### src/rtl/median_filter_2d_window_assert.svh
// Assertion macros used by the filter's window module.
`ifndef MEDIAN_FILTER_2D_WINDOW_ASSERT_SVH
`define MEDIAN_FILTER_2D_WINDOW_ASSERT_SVH

// A property that holds at every clock edge outside reset.
`define MF2D_ASSERT(lbl, prop, msg) \
	lbl: assert property (@(posedge clk) disable iff (!arst_n) (prop)) else $error(msg);

// A condition that implies another in the same cycle.
`define MF2D_IMPLY(lbl, ante, cons, msg) \
	lbl: assert property (@(posedge clk) disable iff (!arst_n) (ante) |-> (cons)) else $error(msg);

`endif

### src/rtl/mf2d_pkg.sv
`default_nettype none
package mf2d_pkg;
	localparam int PIX_W = 8;
	localparam int FW_W = 11;
	localparam int FH_W = 13;
	localparam int RAD_W = 3;
	localparam int CFG_W = 13;
	localparam int CFG_IDX_W = 2;

	localparam int DEF_MAX_WIDTH = 1024;
	localparam int DEF_MAX_HEIGHT = 4096;
	localparam int DEF_MAX_RADIUS = 7;

	localparam int RST_WIDTH = 640;
	localparam int RST_HEIGHT = 480;
	localparam int RST_RADIUS = 1;

	localparam int RUN_MAX = 64;
	localparam int BINS = 256;
	localparam int BIN_W = 8;
	localparam int CNT_W = 8;

	typedef enum logic [CFG_IDX_W-1:0] {
		CFG_FRAME_WIDTH = 2'd0,
		CFG_FRAME_HEIGHT = 2'd1,
		CFG_RADIUS = 2'd2
	} cfg_idx_t;

	typedef struct packed {
		logic valid;
		logic [BIN_W-1:0] bin;
		logic scan_go;
		logic [CNT_W-1:0] thresh;
	} mf2d_hctl_t;

	typedef struct packed {
		logic ready;
		logic done;
		logic [PIX_W-1:0] median;
	} mf2d_hsts_t;
endpackage
`default_nettype wire

### src/rtl/mf2d_hist.sv
`default_nettype none
module mf2d_hist (
	input wire logic clk,
	input wire logic arst_n,
	input wire mf2d_pkg::mf2d_hctl_t ctl,
	output mf2d_pkg::mf2d_hsts_t sts
);
	import mf2d_pkg::*;

	typedef enum logic [2:0] {
		H_CLEAR = 3'b001,
		H_ACC = 3'b010,
		H_SCAN = 3'b100
	} hst_t;

	hst_t st_q;
	logic [CNT_W-1:0] mem [BINS];
	logic [CNT_W-1:0] rd_q;
	logic [BIN_W:0] idx_q;
	logic pv_s2;
	logic [BIN_W-1:0] pb_s2;
	logic wv_q;
	logic [BIN_W-1:0] wb_q;
	logic [CNT_W-1:0] wc_q;
	logic [CNT_W-1:0] sum_q;
	logic [PIX_W-1:0] med_q;
	logic found_q;
	logic done_q;

	logic [CNT_W-1:0] cnt;
	logic [CNT_W-1:0] inc;
	logic [CNT_W-1:0] sum_nx;
	logic [BIN_W-1:0] ra;
	logic we;
	logic [BIN_W-1:0] wa;
	logic [CNT_W-1:0] wd;

	// A bin written in the same cycle as a read of it is not yet visible to that read.
	assign cnt = (wv_q && wb_q == pb_s2) ? wc_q : rd_q;
	assign inc = cnt + CNT_W'(1);
	assign sum_nx = sum_q + rd_q;
	assign ra = (st_q == H_SCAN) ? idx_q[BIN_W-1:0] : ctl.bin;

	always_comb begin
		we = 1'b0;
		wa = pb_s2;
		wd = '0;
		case (st_q)
			H_CLEAR: begin
				we = 1'b1;
				wa = idx_q[BIN_W-1:0];
			end
			H_SCAN: begin
				we = pv_s2;
			end
			H_ACC: begin
				we = pv_s2;
				wd = inc;
			end
			default: begin
				we = 1'b0;
			end
		endcase
	end

	always_ff @(posedge clk) begin
		if (we) begin
			mem[wa] <= wd;
		end
		rd_q <= mem[ra];
	end

	always_ff @(posedge clk or negedge arst_n) begin
		if (!arst_n) begin
			st_q <= H_CLEAR;
			idx_q <= '0;
			pv_s2 <= 1'b0;
			pb_s2 <= '0;
			wv_q <= 1'b0;
			wb_q <= '0;
			wc_q <= '0;
			sum_q <= '0;
			med_q <= '0;
			found_q <= 1'b0;
			done_q <= 1'b0;
		end else begin
			done_q <= 1'b0;
			case (st_q)
				H_CLEAR: begin
					pv_s2 <= 1'b0;
					wv_q <= 1'b0;
					if (idx_q == (BIN_W+1)'(BINS - 1)) begin
						idx_q <= '0;
						st_q <= H_ACC;
					end else begin
						idx_q <= idx_q + (BIN_W+1)'(1);
					end
				end
				H_ACC: begin
					pv_s2 <= ctl.valid;
					pb_s2 <= ctl.bin;
					wv_q <= pv_s2;
					wb_q <= pb_s2;
					wc_q <= inc;
					if (ctl.scan_go) begin
						st_q <= H_SCAN;
						idx_q <= '0;
						sum_q <= '0;
						found_q <= 1'b0;
					end
				end
				H_SCAN: begin
					wv_q <= 1'b0;
					if (idx_q < (BIN_W+1)'(BINS)) begin
						pv_s2 <= 1'b1;
						pb_s2 <= idx_q[BIN_W-1:0];
						idx_q <= idx_q + (BIN_W+1)'(1);
					end else begin
						pv_s2 <= 1'b0;
					end
					if (pv_s2) begin
						sum_q <= sum_nx;
						if (!found_q && sum_nx > ctl.thresh) begin
							found_q <= 1'b1;
							med_q <= pb_s2;
						end
						if (pb_s2 == BIN_W'(BINS - 1)) begin
							done_q <= 1'b1;
							pv_s2 <= 1'b0;
							st_q <= H_ACC;
						end
					end
				end
				default: begin
					st_q <= H_CLEAR;
				end
			endcase
		end
	end

	assign sts.ready = (st_q == H_ACC);
	assign sts.done = done_q;
	assign sts.median = med_q;
endmodule
`default_nettype wire
### config.mk
export PLATFORM = sky130hd
export DESIGN_NAME = mf2d_hist
export DESIGN_NICKNAME = d
export VERILOG_FILES = /design/src/rtl/median_filter_2d_window_assert.svh /design/src/rtl/mf2d_pkg.sv /design/src/rtl/mf2d_hist.sv
export SDC_FILE = /design/constraint.sdc
export NUM_CORES = 2
export LEC_CHECK = 0
export BUFFER_PORTS_ARGS = -buffer_cell sky130_fd_sc_hd__buf_2
export CORE_AREA = 2 2 502 305
export CTS_CLUSTER_SIZE = 20
export DETAILED_ROUTE_END_ITERATION = 8
export DIE_AREA = 0 0 504 307
export HOLD_SLACK_MARGIN = 0.12
export PLACE_DENSITY = 0.75
export SETUP_SLACK_MARGIN = 0.02
export SLEW_MARGIN = 0
export SYNTH_ARGS = -nofsm -noshare
export SYNTH_HDL_FRONTEND = slang
export SYNTH_SLANG_ARGS = --single-unit
### constraint.sdc
create_clock -name clk -period 9.9 [get_ports clk]
set_input_delay 1.98 -clock clk [delete_from_list [all_inputs] [get_ports clk]]
set_output_delay 1.98 -clock clk [all_outputs]
set_load 0.03 [all_outputs]
==> metrics.md <==
| Metric | Value |
|---|---|
| First DRT Iteration DRCs | 10500 |
| Top cells by instance count after synthesis | 2048 x sky130_fd_sc_hd__edfxtp_1, 1586 x sky130_fd_sc_hd__nand2_1, 560 x sky130_fd_sc_hd__nand3_1 |
| Area Growth Syn to Fin | 9.38% |
| Total CTS buffers | between 150 and 200 |
| Power per standard cell area | 188 mW/mm^2 |
| CTS clk-pin slew, worst paths | 0.07 ns |
| Overflow after GRT | 0 |
| Syn Nets | ~6300 |
| Die Width | about 500 um |
| Number of placement rows | 111 |
| Endpoints failing setup | 0 |
| Headroom to the max-slew limit | -12.2% |
| Result of the run | complete, but fails checks |
| Leakage power figure | 0.0293 uW |
| H-tree depth | 4 |
| Clock Skew | 0.0417 ns |
| Critical Path AT | 6.44 ns |
| CTS tree | done |
| Residual antenna-violating net count after detailed routing | 0 |
| GRT Resource Usage Total | 32.7% |
| Die span in y | between 300 and 400 um |
| Count of unresolved DRC violations after routing | 0 |
| Mean number of vias per cell | 6.63 |
| Clock Sinks | 2112 |
| Via count of the first global-routing pass | 51100 |
| Total of cells resized after clock tree synthesis | 0 |
| Final weighted congestion of routability-driven global placement | 0.966 |
| Category of the most critical setup path | reg -> reg |
| Number of buffers on the longest clock path | 3 |
| Path category of the worst min-delay check | reg -> reg |
| Flop and latch count out of synthesis | 2112 |
| Sequential share of the synthesized area | 74.2% |
| Number of flops mapped to enable cells by yosys | 2048 |
| Max-cap check violation count | 2 |
| IO buf count | 29 |
| Synthesized instance count | 6269 |
| Post-synthesis instance area | 0.0849 mm^2 |
| Most used standard cell by instance count after synthesis | sky130_fd_sc_hd__edfxtp_1 |
| Worst supply voltage drop on vdd | 0.133 mV |
| Final Max Slew Viols | 6 |
| Setup slack of the worst register-to-register path | 4.15 ns |
| Count of vias placed by the detailed router | about 56000 |
| Violations in the final reports | capacitance limit, slew limit |
| Nets | about 6200 |
| Clock period minus worst slack | 5.75 ns |
| Kind of end point of the critical path | flip-flop |
| Die outline area | 0.155 mm^2 |
| Number of warnings issued by yosys | 0 |
| Count of non-filler cells in the finished layout | 8396 |
| Hold-fix buffers at CTS | 0 |
| Number of different library cells in the post-synthesis netlist | slightly above 70 |
| Final setup TNS | 0 ns |
| Largest fanout on the critical path | 55 |
| Global-route wire length before repair | 366 mm |
| Setup Buffers After CTS | 0 |
| Maximum number of pins on one net before global-route repair | roughly 200 |
| Area share of the leading cell type in the synthesized netlist | between 70% and 80% |
| Initial cell density of the core | 56.3% |
| Hpwl dp | 153 mm |
| Post-synthesis async set-or-reset flop share | 2.65% |
| Placed cell count | between 8000 and 9000 |
| Aggregate routed wire length | 256 mm |
| Measured slew at the worst slew-check pin | 1.68 ns |
| Average instance area after synthesis | 13.5 um^2 |
| Worst EP required | between 10 and 15 ns |
| Peak clock frequency supported by timing | approximately 0.17 GHz |
| Unrepaired setup endpoints after global routing | no |
| Proportion of layout cells with a drive suffix above 1 | 7.44% |
| Clock latency of the later-clocked register in the worst-skew pair | 0.84 ns |
| Cell type contributing the most total cell area after synthesis | sky130_fd_sc_hd__edfxtp_1 |
| Number of antenna violations at the first check in global routing | 18 |
| Dominant cells by area after synthesis | sky130_fd_sc_hd__edfxtp_1 72%, sky130_fd_sc_hd__nand2_1 7.0%, sky130_fd_sc_hd__mux2i_1 3.4% |
| Root Buffer Master | sky130_fd_sc_hd__clkbuf_16 |
| Primary FF master, synth | sky130_fd_sc_hd__edfxtp_1 |
| Final number of hold-violating endpoints | 0 |
| Number of detailed-routing iterations run before antenna repair | 6 |
| Number of top-level pins | 30 |
| Count of fill cells added during filler insertion | approximately 11000 |
| Final cycle utilization of the critical path | 58.0% |
| Setup crit start kind | flip-flop |
| Average routed wire per standard cell | 30.5 um |
| Core area | roughly 0.15 mm^2 |
==> metal layers <==
layer  routed length, um  vias up  GRT usage (%)
met4               10200       26           11.8
met3               50200      692           15.8
met5                 299        -           1.05
met1               94600    27100           47.6
met2              101000     4697           42.3
li1                    -    23200              -
==> through the flow <==
| step | power (uW) | worst slack (ns) | cell area [um^2] | util (%) | hold slack, ns |
|---|---|---|---|---|---|
| after detailed placement | 10700 | 3.73 | 87200 | 57.8 | 0.465 |
| after global routing | 17800 | 4.18 | 92900 | 61.6 | 0.498 |
| after global placement | 10600 | 2.98 | 87200 | 57.8 | 0.454 |
| final | 17500 | 4.15 | 92900 | 61.6 | 0.486 |
| after CTS | 17400 | 4.22 | 92900 | 61.6 | 0.480 |
| after floorplan | 10300 | 0.457 | 84900 | - | 0.444 |
==> final timing paths <==
path	from	to	cells after the start
max in group asynchronous	arst_n	sum_q[1]$_DFFE_PN0P_	2
hold reg to reg	wc_q[0]$_DFFE_PN0P_	wc_q[0]$_DFFE_PN0P_	1
min in group asynchronous	arst_n	med_q[6]$_DFFE_PN0P_	2
setup reg to reg	st_q[1]$_DFFE_PN0P_	rd_q[7]$_DFF_P_	9
hold / removal	wc_q[0]$_DFFE_PN0P_	wc_q[0]$_DFFE_PN0P_	1
setup / recovery	st_q[1]$_DFFE_PN0P_	rd_q[7]$_DFF_P_	9
==> cells in the final DEF, fill, tap and decap left out, types with 59 or more instances in the layout <==
cell                        instances
sky130_fd_sc_hd__a31oi_1          152
sky130_fd_sc_hd__mux2i_1          288
sky130_fd_sc_hd__nand4_1          123
sky130_fd_sc_hd__nand2_1         1583
sky130_fd_sc_hd__edfxtp_1        2048
sky130_fd_sc_hd__a211oi_1          59
sky130_fd_sc_hd__buf_4            108
sky130_fd_sc_hd__nand3_1          560
sky130_fd_sc_hd__nor2_1           322
sky130_fd_sc_hd__clkbuf_16        182
sky130_fd_sc_hd__a21oi_1           82
==> critical path: stages (launching register included) <==
cell and delay, ns:
sky130_fd_sc_hd__dfrtp_1 0.67, sky130_fd_sc_hd__or3b_4 0.47, sky130_fd_sc_hd__buf_4 0.79, sky130_fd_sc_hd__mux2i_4 0.88, sky130_fd_sc_hd__buf_4 0.52, sky130_fd_sc_hd__nand2_1 0.49, sky130_fd_sc_hd__o22ai_1 0.85, sky130_fd_sc_hd__o21ai_0 0.37
sky130_fd_sc_hd__nor4_1 0.38, sky130_fd_sc_hd__nand4_1 0.14
==> registers in the layout (all words and copies together), names as in the netlist <==
name and count:
done_q 1, found_q 1, idx_q 9, med_q 8
mem 2048, pb_s2 8, pv_s2 1, rd_q 8
st_q 3, sum_q 8, wb_q 8, wc_q 8
wv_q 1
==> power by group <==
part / leakage [uW] / internal (uW) / switching, uW
sequential: 0.0149 / 9650 / 32.2
combinational: 0.0116 / 224 / 598
clock: 0.00274 / 3700 / 3260
total: 0.0293 / 13600 / 3890
==> layout make-up <==
cell class / instances / area, um^2 / area share [%]
sequential: 2112 / 63100 / 67.9
multi-input combinational: 3713 / 20200 / 21.7
clock buffer: 250 / 4910 / 5.28
tap: 2034 / 2540 / 2.74
timing repair buffer: 154 / 1280 / 1.38
clock inverter: 80 / 734 / 0.791
inverter: 45 / 169 / 0.182
antenna: 8 / 20.0 / 0.0215
==> logic make-up (layout without fill, tap and decap cells) <==
family	after synthesis	in the layout	share of synthesized area, %
flops	2112	2112	74.2
simple gates	2722	2722	13.6
xor+xnor	21	21	0.217
compound gates	624	624	5.19
other cells	0	8	0
mux	326	326	4.16
fa+ha+maj	20	20	0.303
buf+inv	444	529	2.28
Power figures use the tool's default switching activity.
